## src/sv/punctured_viterbi_decoder_core_defines.svh

```systemverilog
// Assertion macros for the punctured Viterbi decoder core.
// Included by the top level; relies on aclk and aresetn in the including scope.
`ifndef PUNCTURED_VITERBI_DECODER_CORE_DEFINES_SVH
`define PUNCTURED_VITERBI_DECODER_CORE_DEFINES_SVH

// same-cycle implication
`define PVD_ASSERT_IMP(label, ante, cons, msg) \
    label: assert property (@(posedge aclk) disable iff (!aresetn) (ante) |-> (cons)) \
        else $error(msg);

// next-cycle implication
`define PVD_ASSERT_NXT(label, ante, cons, msg) \
    label: assert property (@(posedge aclk) disable iff (!aresetn) (ante) |=> (cons)) \
        else $error(msg);

`endif

```

## src/sv/pvd_pkg.sv

```systemverilog
// Shared types, constants and the branch metric function of the Viterbi decoder.
// No dependencies.
package pvd_pkg;

    localparam int STATE_BITS = 6;
    localparam int MAX_GEN    = 4;

    localparam logic [31:0] METRIC_INIT = 32'h7FFF_FFFF;
    localparam logic [31:0] METRIC_MAX  = 32'hFFFF_FFFF;

    localparam logic [2:0] CFG_COUNT = 3'd0;
    localparam logic [2:0] CFG_GEN_A = 3'd1;
    localparam logic [2:0] CFG_GEN_B = 3'd2;
    localparam logic [2:0] CFG_GEN_C = 3'd3;
    localparam logic [2:0] CFG_GEN_D = 3'd4;

    typedef logic [MAX_GEN-1:0][6:0] gen_set_t;

    typedef struct packed {
        logic [31:0] metric;
        logic [6:0]  surv;
    } acs_res_t;

    function automatic logic [2:0] branch_dist(
        input logic [6:0]         sreg,
        input logic [MAX_GEN-1:0] bits,
        input logic [MAX_GEN-1:0] keep,
        input logic [2:0]         count,
        input gen_set_t           gens
    );
        logic [2:0] d;
        logic [2:0] cnt;
        d   = '0;
        cnt = (count > 3'(MAX_GEN)) ? 3'(MAX_GEN) : count;
        for (int i = 0; i < MAX_GEN; i++) begin
            if (3'(i) < cnt) begin
                d = d + 3'((^(sreg & gens[i]) ^ bits[i]) & keep[i]);
            end
        end
        return d;
    endfunction

endpackage

```

## src/sv/pvd_acs.sv

```systemverilog
// Shared add-compare-select unit: one next state per call from its two predecessors.
// Depends on pvd_pkg.
module pvd_acs (
    input  logic [31:0]                old_lo,
    input  logic [31:0]                old_hi,
    input  logic [4:0]                 pair,
    input  logic                       x,
    input  logic [pvd_pkg::MAX_GEN-1:0] code_bits,
    input  logic [pvd_pkg::MAX_GEN-1:0] keep_mask,
    input  logic [2:0]                 gen_count,
    input  pvd_pkg::gen_set_t          gens,
    output pvd_pkg::acs_res_t          res
);

    logic [6:0]  reg_lo, reg_hi;
    logic [32:0] sum_lo, sum_hi;
    logic [31:0] cand_lo, cand_hi;

    assign reg_lo = {1'b0, pair, x};
    assign reg_hi = {1'b1, pair, x};

    always_comb begin
        sum_lo  = {1'b0, old_lo} +
                  33'(pvd_pkg::branch_dist(reg_lo, code_bits, keep_mask, gen_count, gens));
        sum_hi  = {1'b0, old_hi} +
                  33'(pvd_pkg::branch_dist(reg_hi, code_bits, keep_mask, gen_count, gens));
        cand_lo = sum_lo[32] ? pvd_pkg::METRIC_MAX : sum_lo[31:0];
        cand_hi = sum_hi[32] ? pvd_pkg::METRIC_MAX : sum_hi[31:0];
        res.metric = pvd_pkg::METRIC_INIT;
        res.surv   = '0;
        if (cand_lo < pvd_pkg::METRIC_INIT) begin
            res.metric = cand_lo;
            res.surv   = reg_lo;
        end
        if (cand_hi < res.metric) begin
            res.metric = cand_hi;
            res.surv   = reg_hi;
        end
    end

endmodule

```

## config.mk

```make
export PLATFORM = sky130hd
export DESIGN_NAME = pvd_acs
export DESIGN_NICKNAME = d
export VERILOG_FILES = /design/src/sv/punctured_viterbi_decoder_core_defines.svh /design/src/sv/pvd_pkg.sv /design/src/sv/pvd_acs.sv
export SDC_FILE = /design/constraint.sdc
export NUM_CORES = 1
export LEC_CHECK = 0
export ABC_CLOCK_PERIOD_IN_PS = 12540
export BUFFER_PORTS_ARGS = -buffer_cell sky130_fd_sc_hd__buf_2
export CORE_MARGIN = 4
export CORE_UTILIZATION = 51
export DETAILED_ROUTE_END_ITERATION = 12
export PLACE_DENSITY_LB_ADDON = 0.15
export SYNTH_ARGS = -nofsm -noshare
export SYNTH_HDL_FRONTEND = slang
export SYNTH_SLANG_ARGS = --single-unit
```

## constraint.sdc

```tcl
create_clock -name vclk -period 12.54
set_input_delay 1.881 -clock vclk [all_inputs]
set_output_delay 1.881 -clock vclk [all_outputs]
set_load 0.1 [all_outputs]
```

* Yosys cells after proc, flatten, opt, wreduce, memory -nomap -nowiden
Index checks and enable logic that the tools add are counted.
** Cells by class
- Add/sub/neg operators :: 8
- Reductions and logical operators :: 8
- Order comparisons :: 7
- Mux-type cells :: 13
- Bitwise logic cells :: 24
** Operator list (count)
- $mux W39 :: 2
- $add A32 B3 Y33 :: 2
- $mux W32 :: 2
- $reduce_xor A7 Y1 :: 8
- $lt A32 B31 Y1 const B :: 1
- $lt A32 B32 Y1 :: 1
- $and A6 B7 Y7 :: 4
- $and A7 B7 Y7 :: 4
- $mux W3 :: 7
- $add A3 B1 Y3 :: 6
- $and A1 B1 Y1 :: 8
- $xor A1 B1 Y1 :: 8
- $lt A1 B3 Y1 const A :: 2
- $lt A2 B3 Y1 const A :: 2
- $gt A3 B3 Y1 const B :: 1
- $mux W1 :: 2
** Storage, ports and cells
- Word-level logic and storage cells :: 60
- Register bits :: 0
- Output and inout port bits :: 39
- Input bits :: 109

* Logic depth before layout (Yosys ltp)
- Depth in word-level cells :: 17
- Mapped depth :: 35
- Depth with buffers taken out :: 34

* Worst setup path after synthesis
No wires, ideal clock.
- Kind :: input-to-output
- Start point :: input port gens[2] (netlist bit)
- End point :: output port res[0] (netlist bit)
- Data arrival time :: 10.130 ns
- Buffers on the path :: 2
- Cell stages on the path :: 29
- Path slack :: 0.529 ns
- Data required time :: 10.659 ns
- Cell sequence :: nand2_1 > xnor3_1 > xnor3_1 > xor2_1 > nor2_1 > ha_1 > mux2_2 > ha_1 > ha_1 > a32o_1 > ha_1 > mux2_2 > fa_1 > a21o_1 > nand3_1 > nor2_1 > nand3_1 > clkbuf_1 > nand2_1 > ha_1 > a21o_1 > a21o_1 > a21o_1 > a211oi_1 > o21ai_0 > a211o_1 > a31o_4 > buf_2 > a21boi_0
** RTL lines
- start: declaration :: RTL line pvd_acs.sv:11 : input pvd_pkg::gen_set_t gens,
- end: declaration :: RTL line pvd_acs.sv:12 : output pvd_pkg::acs_res_t res

==> metrics.cfg <==
[logic_synthesis]
synth_most_common_cell = nand2_1
seq_area_frac_synth_pct = 0
synth_top_area_cell = ha_1
synth_area_um2 = 3930
synthTopCellsByCount = nand2_1 (92), nor2_1 (59), ha_1 (46)
avgSynthCellArea_um2 = 6.89
yosysTopAreaCellShare_pct = 14.6
synth.net_count = 728
synthCells = 571
yosys-top-cells-area = ha_1 (15%), xnor2_1 (8.9%), nand2_1 (8.8%)
yosysUniqueCellTypes = 57
ys_warn_count = 0

[global_routing]
grt_pass1_vias = 4060
grt_usage_pct = 24.5
grt_overflow_total = 0
grt_max_degree = 29
grt_pass1_wl_mm = 18.5
antenna_found_initial = 0

[layout]
fin_nets = 862
final_area_um2 = 4700
n_clock_buffer = 0
syn_to_final_growth_pct = 19.6
stdcell_count = 802
fillers = 731
regArea_um2 = 0
final_layout_size_suffix_gt1_share_pct = 26.2
antennaDiodeCount = 0
flops_and_latches = 0

[clock_tree]
holdBufCountCts = 0
post_cts_buffers = 0
ctsResizeCount = 0

[critical_path]
crit_arrival_ns = 9.74
worst_ep_required_time_ns = 10.66
start_kind = input port
crit_slowest_cell = nand3_1
critPathKind = in2out
cp-end-kind = primary output
slowest_delay_ns = 0.74
crit_fanout = 28
crit_path_frequent_cell = ha_1

[timing]
setup_viol = 0
finalHoldViolCount = 0
timing.final.max_slew_violations = 0
fin_ws_ns = 0.920
max_freq_ghz = 0.0861
fin_crit_sh_pct = 92.7
timing.final.crit_period_ns = 11.62
rsz0062_at_grt = no
tns_ns = 0
maxSlewHeadroom_pct = 42.9
tightest_slew_ns = 0.855

[placed_design]
placed_area_um2 = 4700
place_congestion = 0.917
dp_hpwl_mm = 10.1
portBuffers = 147
dp.cells = 802
dp_slack_ns = 0.962

[route]
drt_wl_total_mm = 11.7
drc = 0
highest_layer = met4
route.met2.wl_mm = 5.12
drt-initial-drc-count = 281
drt_pass1_iterations = 6
wl_met1_mm = 5.53
via_per_inst = 5.52
ant_nets = 0
vias = 4431
wl_met3_um = 889
post_drt_wl_per_cell_um = 14.5

[die]
core_area_um2 = 7370
num_rows = 31
die_height_um = 95.8
initial_utilization_pct = 53.4
die_area_um2 = 9180
die_x_um = 95.8
ios = 148

[pwr]
power_frac_seq_pct = 0
total_power_w = 0.000343
p_per_area_nw_per_um2 = 72.9
p_switching_w = 0.000237
power_frac_clock_pct = 0
leakagePower_nw = 2.37
combPwrFrac_pct = 100.0
max-vdd-ir-drop_mv = 0.0528
intPower_w = 0.000107
p_sw_share_pct = 68.9

[hold_path]
hold_path.class = in2out

[outcome]
outcome = finished clean

[flow_run]
maxCapViolCount = 0

[power by group through the flow]
| stage | Combinational (W) | Sequential [W] | Clock (W) |
|---|---|---|---|
| 6_report | 0.000343 | 0 | 0 |
| 5_1_grt | 0.000369 | 0 | 0 |
| 4_1_cts | 0.000343 | 0 | 0 |
| 3_5_place_dp | 0.000341 | 0 | 0 |
| 3_3_place_gp | 0.000337 | 0 | 0 |
| 2_1_floorplan | 0.000266 | 0 | 0 |
[cells in the final DEF, fill, tap and decap left out, types with 3 or more instances in the layout]
cell type / n
buf_2: 147
nand2_1: 92
nor2_1: 59
ha_1: 46
xnor2_1: 40
inv_1: 39
xor2_1: 34
nand3_1: 27
and2_1: 23
nand4_1: 22
mux2i_1: 21
o21ai_0: 18
mux2_2: 14
a21oi_1: 13
a21o_1: 11
nor2b_1: 8
and3_1: 7
mux2_4: 7
nor3_1: 6
a21boi_0: 6
and4_1: 5
or3_1: 4
o211ai_1: 4
nand2b_1: 3
a31o_2: 3
a211oi_1: 3
nand4b_1: 3
[worst max-delay path: cells and delay by family]
family / cells / cell delay, ns
AO/OA/AOI/OAI: 9 / 1.79
XOR/XNOR: 3 / 0.95
adder cells (fa/ha/maj): 6 / 1.46
buffers and inverters: 4 / 0.99
multiplexers: 2 / 0.60
AND/OR/NAND/NOR: 8 / 2.04
[final cells by class]
| class | count | area [um^2] | area share [%] |
|---|---|---|---|
| Tap cell | 99 | 124 | 2.63 |
| Multi-Input combinational cell | 516 | 3690 | 78.5 |
| Timing Repair Buffer | 147 | 736 | 15.6 |
| Inverter | 40 | 153 | 3.24 |
[cell families (layout without fill, tap and decap cells)]
| family | Yosys count | after routing | share of synthesized area, % |
|---|---|---|---|
| buffers and inverters | 55 | 187 | 6.14 |
| and+or+nand+nor | 272 | 272 | 34.1 |
| AOI/OAI and AO/OA | 77 | 77 | 14.3 |
| xor gates and xnor gates | 76 | 76 | 17.6 |
| adders and majority gates | 48 | 48 | 15.6 |
| other | 1 | 1 | 0.0953 |
| muxes | 42 | 42 | 12.0 |
[routing by layer]
metal | vias up | GRT usage, %
met5 | - | 0
met1 | 1976 | 37.1
met2 | 177 | 39.3
met3 | 12 | 1.33
met4 | 0 | 2.25
li1 | 2266 | -
[path summary, 6_finish.rpt]
path | slack (ns) | end | startpoint | cells past startpoint
worst max-delay path | 0.92 | res[25] | pair[1] | 32
worst min-delay path | 4.30 | res[1] | pair[0] | 3
[through the flow]
step	utilization, %	hold WS, ns
2_1_floorplan	-	4.21
3_3_place_gp	63.8	4.30
3_5_place_dp	63.8	4.30
4_1_cts	63.8	4.30
5_1_grt	63.8	4.32
6_report	63.8	4.30
Power figures use the tool's default switching activity.
