$ cat config.mk
export PLATFORM = sky130hd
export DESIGN_NAME = pvd_ram
export DESIGN_NICKNAME = d
export VERILOG_FILES = /design/src/sv/punctured_viterbi_decoder_core_defines.svh /design/src/sv/pvd_ram.sv
export SDC_FILE = /design/constraint.sdc
export NUM_CORES = 1
export LEC_CHECK = 0
export BUFFER_PORTS_ARGS = -buffer_cell sky130_fd_sc_hd__buf_4
export CORE_AREA = 2 2 263 265
export DETAILED_ROUTE_END_ITERATION = 10
export DIE_AREA = 0 0 265 267
export PLACE_DENSITY = 0.5
export SKIP_LAST_GASP = 1
export SYNTH_ARGS = -nofsm -noshare
export SYNTH_HDL_FRONTEND = slang
export SYNTH_SLANG_ARGS = --single-unit
export TNS_END_PERCENT = 20
$ cat constraint.sdc
create_clock -name aclk -period 2.3 [get_ports aclk]
set_input_delay 0.46 -clock aclk [delete_from_list [all_inputs] [get_ports aclk]]
set_output_delay 0.46 -clock aclk [all_outputs]
set_load 0.05 [all_outputs]
$ cat src/sv/punctured_viterbi_decoder_core_defines.svh
// Assertion macros for the punctured Viterbi decoder core.
// Included by the top level; relies on aclk and aresetn in the including scope.
`ifndef PUNCTURED_VITERBI_DECODER_CORE_DEFINES_SVH
`define PUNCTURED_VITERBI_DECODER_CORE_DEFINES_SVH

// same-cycle implication
`define PVD_ASSERT_IMP(label, ante, cons, msg) \
    label: assert property (@(posedge aclk) disable iff (!aresetn) (ante) |-> (cons)) \
        else $error(msg);

// next-cycle implication
`define PVD_ASSERT_NXT(label, ante, cons, msg) \
    label: assert property (@(posedge aclk) disable iff (!aresetn) (ante) |=> (cons)) \
        else $error(msg);

`endif

$ cat src/sv/pvd_ram.sv
// Generic simple dual-port RAM, one write and one registered read port.
// No dependencies.
module pvd_ram #(
    parameter int WIDTH = 8,
    parameter int DEPTH = 64
) (
    input  logic                     aclk,
    input  logic                     wr_en,
    input  logic [$clog2(DEPTH)-1:0] wr_addr,
    input  logic [WIDTH-1:0]         wr_data,
    input  logic [$clog2(DEPTH)-1:0] rd_addr,
    output logic [WIDTH-1:0]         rd_data
);

    logic [WIDTH-1:0] mem [DEPTH];
    logic [WIDTH-1:0] rd_data_reg;

    always_ff @(posedge aclk) begin
        if (wr_en) begin
            mem[wr_addr] <= wr_data;
        end
        rd_data_reg <= mem[rd_addr];
    end

    assign rd_data = rd_data_reg;

endmodule

# == Word level (Yosys, flattened, before mapping) ==
# Memory sizes are Yosys's and may differ from the RTL's. A register that Yosys moved wholly into a read port is not among the register bits.
# Cells that the tools add are included.
# word_totals
ram_bits,512
reg_bits,0
out_inout_bits,8
n_memories,1
elab_cells,3
# op_classes
n_mux,2
# mem_list
memory,depth,width,rd,rd_clocked_by_memory_dff,wr,line,source
mem,64,8,1,1,1,pvd_ram.sv:15,logic [WIDTH-1:0] mem [DEPTH];
# ops
cell,count
$mux 1,2

# == Longest topological paths before layout ==
# Gate-level depths: netlist of the first run.
# logic_depth
depth_word,2
ltp_mapped,9
depth_no_buf,5

# == Worst setup path after synthesis of the first run ==
# No wires, ideal clock.
# synth_path
kind,input -> register
startpoint,in rd_addr[1]
endpoint,"reg rd_data_reg[3], in the netlist rd_data[3], read port of mem"
slack_ns,0.172
required_ns,2.172
arrival_ns,2.000
setup_time_ns,0.128
path_stages,7
n_path_buf,3
path_cell_list,buf_4 > buf_2 > buf_2 > mux4_2 > mux4_2 > o21ai_1 > o41ai_1
# synth_rtl
element,line,source
from (decl),pvd_ram.sv:11,"input logic [$clog2(DEPTH)-1:0] rd_addr,"
to (decl),pvd_ram.sv:16,logic [WIDTH-1:0] rd_data_reg;

==> flow_metrics.env, run 1 <==
export IMPL_status="completed"
export IMPL_grt_first_pass_wirelength_um=72590
export IMPL_crit_path_start_kind="flop"
export IMPL_r2r_start="mem[24][4]"
export IMPL_die_x_um=265
export IMPL_power_density_mw_per_mm2=834.1
export IMPL_reg2reg_depth=6
export IMPL_cts_buffers_inserted=53
export IMPL_setup_viol=0
export IMPL_drive_gt1_share_pct=33.48
export IMPL_rows=96
export IMPL_routed_wl_um=49420
export IMPL_worstPathCellList="mux4_2 > mux2_2 > o221a_2 > nor3_1 > buf_4 > o32ai_1"
export IMPL_ir_drop_mv=0.5823
export IMPL_initial_utilization_pct=29.66
export IMPL_cts_resized=1
export IMPL_clock_sinks=520
export IMPL_area_growth_pct=19.65
export IMPL_ys_seq_area_share_pct=77.03
export IMPL_crit_arrival_ns=2.68
export IMPL_dp_hpwl_um=31120
export IMPL_portBuffers=29
export IMPL_grt_overflow=0
export IMPL_clockRootBuffer="clkbuf_16"
export IMPL_p_leak_nw=7.724
export IMPL_hold_depth=2
export IMPL_avgSynthCellArea_um2=21.45
export IMPL_dieArea_mm2=0.07076
export IMPL_yosys_warnings=0
export IMPL_synth_top_cell_by_area="edfxtp_1"
export IMPL_antennaDiodeCount=0
export IMPL_end_kind="flop"
export IMPL_grtUsageMet1_pct=20.35
export IMPL_worst_path_max_fanout=1
export IMPL_drt_iter0_drc=909
export IMPL_r2r_slack_ns=0.11
export IMPL_maxSlewHeadroom_pct=48.21
export IMPL_slowest_delay_ns=0.47
export IMPL_synth_nets=962
export IMPL_ios=30
export IMPL_maxCapViolCount=0
export IMPL_grt_usage_pct=14.15
export IMPL_clk_latency_ns=0.61
export IMPL_clk_pin_slew_ns=0.06
export IMPL_hold_buffers=0
export IMPL_drtPass1Iterations=5
export IMPL_path_class="flop to flop"
export IMPL_synth_cell_types=40
export IMPL_timing_fmax_mhz=456.8
export IMPL_final_hold_viol_count=0
export IMPL_worstHoldEndpoint="rd_data[5]"
export IMPL_total_power_w=0.02013
export IMPL_tightest_slew_ns=0.7768
export IMPL_drc=0
export IMPL_hold_class="input pin to flop"
export IMPL_synth_edf_count=512
export IMPL_antenna_left=0
export IMPL_grt_start_max_net_pins=65
export IMPL_antenna_found_initial=3
export IMPL_wl_per_cell_um=24.18
export IMPL_final_period_utilization_pct=95.18
export IMPL_cp_top_family="multiplexers"
export IMPL_report_final_slew_viol_count=0
export IMPL_min_delay_start="rd_addr[5]"
export IMPL_postCtsSetupBuffers=0
export IMPL_clockBufferDepth=3
export IMPL_largest_reg_flops=512
export IMPL_vias_per_cell=4.874
export IMPL_grt_util_met3_pct=2.592
export IMPL_synth_main_ff_cell="edfxtp_1"
export IMPL_rr_endpoint="rd_data[4]"
export IMPL_num_vias=9962
export IMPL_rsz0062_at_grt="no"
export IMPL_met2_usage_pct=22.10
export IMPL_cts_tree="done"
export IMPL_clock_skew_ns=0.02340
export IMPL_grt_pass1_vias=10330
export IMPL_place_congestion=0.7934
export IMPL_dieHeight_um=267
export IMPL_worstPathRequired_ns=2.79
export IMPL_core_mm2=0.06799
export IMPL_async_flop_share_pct=0
export IMPL_synth_seq_cells=520
export IMPL_utilization_pct=35.49
export IMPL_worst_path_buf_inv=1
export IMPL_top_usage_layer="met2"
export IMPL_synthDominantCellAreaShare_pct=76.24
export IMPL_slowest_stage="mux4_2"
export IMPL_netlist_instances=940
export IMPL_synth_area_mm2=0.02017
export IMPL_final_nets=1145
export IMPL_htree_levels=2
export IMPL_netlist_top_cells_area="edfxtp_1 76%, mux4_2 14%, nor2_1 1.5%, mux2i_1 1.1%, dfxtp_1 0.79%"
export IMPL_period_needed_ns=2.189
cells in the final DEF (no fill, tap or decap), types with 3 or more instances in the layout:
master	count
a211oi_1	4
a21oi_1	3
a221oi_1	6
a22oi_1	3
buf_12	12
buf_4	166
bufinv_16	5
clkbuf_1	13
clkbuf_16	55
clkinv_1	13
clkinv_2	7
dfxtp_1	8
edfxtp_1	512
mux2_2	13
mux2i_1	23
mux4_2	126
nand2_1	19
nand2b_1	7
nand3_1	13
nand3b_1	3
nor2_1	83
nor2b_1	14
nor3_1	7
o2111ai_1	3
o221ai_1	8
o22ai_1	8
o2bb2ai_1	3
layer usage:
| metal | vias to the layer above | wire length, µm |
|---|---|---|
| met5 | - | 20 |
| li1 | 4291 | - |
| met1 | 5322 | 22820 |
| met3 | 73 | 2859 |
| met2 | 272 | 22740 |
| met4 | 4 | 983 |
synthesized netlist by cell type (3+ instances only):
| library cell | instances |
|---|---|
| a211oi_1 | 4 |
| a21oi_1 | 3 |
| a221oi_1 | 6 |
| a22oi_1 | 3 |
| buf_1 | 4 |
| buf_2 | 11 |
| buf_4 | 13 |
| buf_6 | 4 |
| clkbuf_1 | 17 |
| dfxtp_1 | 8 |
| edfxtp_1 | 512 |
| mux2_2 | 13 |
| mux2i_1 | 23 |
| mux4_2 | 126 |
| nand2_1 | 19 |
| nand2b_1 | 7 |
| nand3_1 | 13 |
| nand3b_1 | 3 |
| nor2_1 | 83 |
| nor2b_1 | 14 |
| nor3_1 | 7 |
| o2111ai_1 | 3 |
| o221ai_1 | 8 |
| o22ai_1 | 8 |
| o2bb2ai_1 | 3 |
worst max path at each step:
stage,from,depth (start not counted),slack [ns],end
2_1_floorplan,rd_addr[1],7,0.17,rd_data[3]
3_3_place_gp,rd_addr[0],6,-0.70,rd_data[7]
3_5_place_dp,rd_addr[0],6,-0.71,rd_data[7]
4_1_cts,mem[24][4],6,0.08,rd_data[4]
5_1_grt,mem[28][4],6,0.08,rd_data[4]
6_report,mem[24][4],6,0.11,rd_data[4]
stage by stage:
stage / setup WS [ns] / hold slack [ns] / cells / setup TNS [ns] / cell area [µm²]
final: 0.1109 / 0.2336 / 2044 / 0 / 24130
after global routing: 0.07601 / 0.2358 / 2044 / 0 / 24130
after CTS: 0.07939 / 0.2041 / 2044 / 0 / 24130
after detailed placement: -0.7096 / 0.8041 / 1950 / -2.802 / 22450
after global placement: -0.7026 / 0.7992 / 1950 / -2.824 / 22450
after floorplan: 0.1723 / 0.5589 / 940 / 0 / 20170
worst reg2reg max path: cells and delay by family (launching register included):
family	cells	cell delay [ns]
AO/OA/AOI/OAI	2	0.37
buffers and inverters	1	0.18
flip-flops	1	0.36
multiplexers	2	0.76
AND/OR/NAND/NOR	1	0.41
layout make-up:
type	count	area, µm²
tap	882	1104
fill	6339	43860
sequential	520	15530
multi-input combinational	369	4323
clock buffer	68	1425
clock inverter	26	242.7
timing repair buffer	179	1500
report_power, final:
group / internal [W] / total, W / switching, W
sequential: 0.0105 / 0.0105 / 0.0000454
combinational: 0.000480 / 0.00118 / 0.000701
clock: 0.00489 / 0.00841 / 0.00352
cell families after synthesis:
| logic type | share of synthesized area (%) |
|---|---|
| AO/OA/AOI/OAI | 2.072 |
| buffers and inverters | 1.570 |
| AND/OR/NAND/NOR | 3.387 |
| multiplexers | 15.94 |
| flip-flops | 77.03 |
No activity file was read; power rests on OpenSTA's default activity.
==> run 2, diff against run 1 <==
--- a/config.mk
+++ b/config.mk
@@ -10,4 +10,5 @@
 export DETAILED_ROUTE_END_ITERATION = 10
 export DIE_AREA = 0 0 265 267
+export HOLD_SLACK_MARGIN = 0.12
 export PLACE_DENSITY = 0.5
 export SKIP_LAST_GASP = 1
==> constraint.sdc (replaced) <==
create_clock -name aclk -period 2.3 [get_ports aclk]
set_input_delay 0.23 -clock aclk [delete_from_list [all_inputs] [get_ports aclk]]
set_output_delay 0.23 -clock aclk [all_outputs]
set_load 0.05 [all_outputs]
==> run 2 against run 1 <==
Against the previous run: non-clock buffer count fell by 15; register-to-register slack improved by 0.12 ns; sequential share of layout area rose by 0.78 points; count of clock-buffer cells in the layout rose by 1; setup slack improved by 0.12 ns; die area did not move; via count fell by 1.4%; largest cell class unchanged; combinational power barely moved; cell count fell by 0.98%; clock power fell by 6.2%; highest routed layer is now met4; power fell by 2.8%.
==> flow_metrics.env, run 2 (same netlist as run 1, synthesis figures left out) <==
export IMPL_clockBufferDepth=3
export IMPL_rr_endpoint="rd_data[6]"
export IMPL_antenna_left=0
export IMPL_crit_arrival_ns=2.54
export IMPL_worstHoldEndpoint="mem[17][3]"
export IMPL_htree_levels=2
export IMPL_layout_common_cells="512 x edfxtp_1, 154 x buf_4, 126 x mux4_2, 83 x nor2_1, 52 x clkbuf_16"
export IMPL_antennaDiodeCount=0
export IMPL_setup_tns_ns=0
export IMPL_worstPathCellList="mux4_2 > mux2_2 > o221a_2 > nor3_1 > buf_4 > o32ai_1"
export IMPL_largest_reg_flops=512
export IMPL_setup_viol=0
export IMPL_ir_drop_mv=0.6091
export IMPL_grt_overflow=0
export IMPL_initial_utilization_pct=29.66
export IMPL_period_needed_ns=2.066
export IMPL_min_delay_start="wr_data[3]"
export IMPL_multi_input_comb_area_mm2=0.004315
export IMPL_reg2reg_depth=6
export IMPL_core_mm2=0.06799
export IMPL_grt_usage_pct=14.10
export IMPL_routed_wl_um=49300
export IMPL_rsz0062_at_grt="no"
export IMPL_postCtsSetupBuffers=0
export IMPL_nFillCells=6401
export IMPL_final_cells=2024
export IMPL_clockRootBuffer="clkbuf_16"
export IMPL_r2r_slack_ns=0.23
export IMPL_cts_tree="done"
export IMPL_r2r_start="mem[29][6]"
export IMPL_clk_pin_slew_ns=0.06
export IMPL_grt_first_pass_wirelength_um=72500
export IMPL_area_growth_pct=18.22
export IMPL_clock_sinks=520
export IMPL_drive_gt1_share_pct=32.14
export IMPL_ios=30
export IMPL_worstPathRequired_ns=2.78
export IMPL_wl_per_cell_um=24.36
export IMPL_grt_start_max_net_pins=65
export IMPL_report_final_slew_viol_count=0
export IMPL_hold_class="input pin to flop"
export IMPL_timing_fmax_mhz=484.0
export IMPL_clk_latency_ns=0.59
export IMPL_place_congestion=0.7717
export IMPL_grt_pass1_vias=10270
export IMPL_final_common_cell="edfxtp_1"
export IMPL_placed_cells=1934
export IMPL_dieHeight_um=267
export IMPL_maxSlewHeadroom_pct=48.78
export IMPL_cts_buffers_inserted=51
export IMPL_die_x_um=265
export IMPL_p_leak_nw=7.566
export IMPL_rows=96
export IMPL_final_period_utilization_pct=89.83
export IMPL_drt_iter0_drc=1085
export IMPL_path_class="flop to flop"
export IMPL_portBuffers=29
export IMPL_slowest_delay_ns=0.50
export IMPL_slowest_stage="mux4_2"
export IMPL_dieArea_mm2=0.07076
export IMPL_worst_path_max_fanout=1
export IMPL_status="completed"
export IMPL_power_density_mw_per_mm2=821.0
export IMPL_vias_per_cell=4.851
export IMPL_antenna_found_initial=0
export IMPL_final_hold_viol_count=0
export IMPL_hold_depth=1
export IMPL_num_vias=9818
export IMPL_drc=0
export IMPL_final_nets=1128
export IMPL_crit_path_start_kind="flop"
export IMPL_utilization_pct=35.07
export IMPL_end_kind="flop"
export IMPL_drtPass1Iterations=9
export IMPL_tightest_slew_ns=0.7683
export IMPL_ff_latch_area_mm2=0.01553
export IMPL_maxCapViolCount=0
export IMPL_clock_skew_ns=0.01224
export IMPL_cts_resized=0
export IMPL_dp_hpwl_um=31050
## run 2: cell types whose count changed in the layout (fill, tap and decap cells not counted), sizes merged
cell         change
buf             -16
bufinv           -2
clkinv           -5
dlygate4sd3      +1
clkbuf           +1
clkinvlp         +1
## run 2: routing by layer
layer,track usage (%),wire length (µm)
met4,3.146,822
met3,2.011,2435
met1,20.93,23300
met2,22.00,22740
met5,0,0
## run 2: repair_timing
action,CTS,global route
setup endpoints to repair,0,0
hold endpoints to repair,7,0
hold buffers,1,0
## run 2: power by group
part / total, W / internal (W) / switching, W
clock: 0.00789 / 0.00447 / 0.00342
combinational: 0.00115 / 0.000456 / 0.000694
sequential: 0.0105 / 0.0105 / 0.0000438
total: 0.0196 / 0.0154 / 0.00415
## run 2: worst max-delay path: cells and delay by family (launching register included)
family / cells / cell delay [ns]
and+or+nand+nor: 1 / 0.24
buffers and inverters: 1 / 0.18
AOI/OAI and AO/OA: 2 / 0.37
muxes: 2 / 0.78
DFF: 1 / 0.38
## run 2: worst max path at each step
stage | endpoint | from | slack, ns
after CTS | rd_data[6] | mem[29][6] | 0.21
after detailed placement | rd_data[2] | rd_addr[0] | -0.12
after floorplan | rd_data[3] | rd_addr[1] | 0.40
after global placement | rd_data[5] | rd_addr[0] | -0.16
final | rd_data[6] | mem[29][6] | 0.23
after global routing | rd_data[6] | mem[29][6] | 0.1
## run 2: area by class of cell
class | count | area share, %
Timing Repair Buffer | 164 | 5.621
Clock inverter | 20 | 0.7610
Multi-Input combinational cell | 369 | 18.10
Tap cell | 882 | 4.629
Clock buffer | 69 | 5.726
Sequential cell | 520 | 65.16
## run 2: per-stage QoR
stage	instance area, µm²	power, W	hold slack (ns)	setup WS [ns]
after floorplan	20170	0.01133	0.3289	0.4023
after global placement	22280	0.01189	0.6195	-0.1579
after detailed placement	22280	0.01190	0.6190	-0.1206
after CTS	23840	0.01982	0.1801	0.2138
after global routing	23840	0.02019	0.2103	0.09959
final	23840	0.01957	0.1998	0.2339
==> run 3, diff against run 2 <==
GPL_ROUTABILITY_DRIVEN = 0   (was not set)
SETUP_SLACK_MARGIN = 0.4   (was not set)
==> run 3 against run 2 <==
Against the previous run: power up 0.13%; largest power group unchanged; largest cell class unchanged; clock skew about the same; count of clock-buffer cells in the layout is the same; first-iteration DRC count fell by 4.3%; highest routed layer unchanged; global-route usage unchanged; critical path depth unchanged; wire length is essentially flat.
==> flow_metrics.env, run 3 (same netlist as run 1, synthesis figures left out) <==
export IMPL_clockRootBuffer="clkbuf_16"
export IMPL_final_common_cell="edfxtp_1"
export IMPL_htree_levels=2
export IMPL_antenna_left=0
export IMPL_total_power_w=0.01960
export IMPL_status="completed"
export IMPL_cts_buffers_inserted=51
export IMPL_core_mm2=0.06799
export IMPL_period_needed_ns=1.940
export IMPL_clock_skew_ns=0.01246
export IMPL_rows=96
export IMPL_ios=30
export IMPL_grt_usage_pct=14.10
export IMPL_final_nets=1128
export IMPL_wl_per_cell_um=24.37
export IMPL_crit_arrival_ns=2.41
export IMPL_vias_per_cell=4.877
export IMPL_setup_viol=0
export IMPL_largest_reg_flops=512
export IMPL_report_final_slew_viol_count=0
export IMPL_dp_hpwl_um=31050
export IMPL_worst_path_max_fanout=1
export IMPL_ir_drop_mv=0.6067
export IMPL_grt_start_max_net_pins=65
export IMPL_portBuffers=29
export IMPL_slowest_stage="mux4_2"
export IMPL_area_growth_pct=18.45
export IMPL_final_period_utilization_pct=84.34
export IMPL_final_cells=2024
export IMPL_drive_gt1_share_pct=32.31
export IMPL_dieArea_mm2=0.07076
export IMPL_worstPathCellList="mux4_2 > mux2_4 > o221a_4 > nor3_2 > buf_4 > o32ai_1"
export IMPL_grt_first_pass_wirelength_um=72460
export IMPL_routed_wl_um=49320
export IMPL_p_leak_nw=7.587
export IMPL_setup_tns_ns=0
export IMPL_slowest_delay_ns=0.49
export IMPL_clock_sinks=520
export IMPL_placed_cells=1934
export IMPL_grt_overflow=0
export IMPL_holdWs_ns=0.1840
export IMPL_clk_pin_slew_ns=0.06
export IMPL_initial_utilization_pct=29.66
export IMPL_num_vias=9871
export IMPL_maxSlewHeadroom_pct=49.45
export IMPL_drtPass1Iterations=5
export IMPL_antenna_found_initial=0
export IMPL_grt_pass1_vias=10270
export IMPL_tightest_slew_ns=0.7582
export IMPL_cts_tree="done"
export IMPL_drt_iter0_drc=1038
export IMPL_end_kind="flop"
export IMPL_maxCapViolCount=0
export IMPL_drc=0
export IMPL_antennaDiodeCount=0
export IMPL_timing_fmax_mhz=515.5
export IMPL_final_hold_viol_count=0
export IMPL_die_x_um=265
export IMPL_clk_latency_ns=0.59
export IMPL_hold_class="input pin to flop"
export IMPL_crit_path_start_kind="flop"
export IMPL_rsz0062_at_grt="yes"
export IMPL_layout_common_cells="512 x edfxtp_1, 153 x buf_4, 126 x mux4_2, 83 x nor2_1, 52 x clkbuf_16"
export IMPL_dieHeight_um=267
export IMPL_power_density_mw_per_mm2=820.5
export IMPL_worstPathRequired_ns=2.77
export IMPL_path_class="flop to flop"
export IMPL_clockBufferDepth=3
==> run 3: cell counts in the layout (fill, tap and decap cells not counted) <==
No cell type changed its count.
==> run 3: cell type report <==
cell class	instances	area (µm²)
Tap cell	882	1104
Sequential cell	520	15530
Fill cell	6391	44100
Multi-Input combinational cell	369	4358
Clock inverter	20	181.4
Timing Repair Buffer	164	1344
Clock buffer	69	1365
==> run 3: worst paths after layout <==
kind / start / to / slack [ns] / cells after the start
worst max-delay path: mem[24][4] / rd_data[4] / 0.36 / 6
worst min-delay path: wr_data[3] / mem[17][3] / 0.18 / 1
worst max register to register: mem[24][4] / rd_data[4] / 0.36 / 6
worst min register to register: mem[30][4] / rd_data[4] / 0.83 / 3
==> run 3: timing repair <==
item                                   in CTS  in global routing
gates cloned                                0                  0
setup buffers                               0                  0
setup endpoints to repair                   3                  6
pin swaps                                   1                  2
hold buffers                                1                  0
resized for setup                           5                  4
endpoints found under the hold margin       7                  0
==> run 3: stage by stage <==
stage,utilization [%],worst slack (ns),instance area [µm²]
after floorplan,-,0.4023,20170
after global placement,32.78,-0.1579,22280
after detailed placement,32.78,-0.1206,22280
after CTS,35.11,0.3170,23870
after global routing,35.14,0.3304,23890
final,35.14,0.3603,23890
==> run 3: layer usage <==
metal	wire length (µm)	track usage, %	vias up	part of all wire (%)
met5	0	0	-	0
met4	845	3.146	0	1.7
met3	2274	2.011	59	4.6
met2	22740	21.98	252	46
met1	23460	20.95	5308	48
li1	-	-	4252	-
==> run 3: worst max-delay path: cells and delay by family (launching register included) <==
kind / cells / cell delay (ns)
simple gates: 1 / 0.15
flops: 1 / 0.37
buf+inv: 1 / 0.16
compound gates: 2 / 0.36
mux: 2 / 0.77
==> run 3: power by group <==
part / internal, W / switching [W]
logic: 0.000463 / 0.000700
registers: 0.0105 / 0.0000437
clock network: 0.00447 / 0.00343
total: 0.0154 / 0.00417
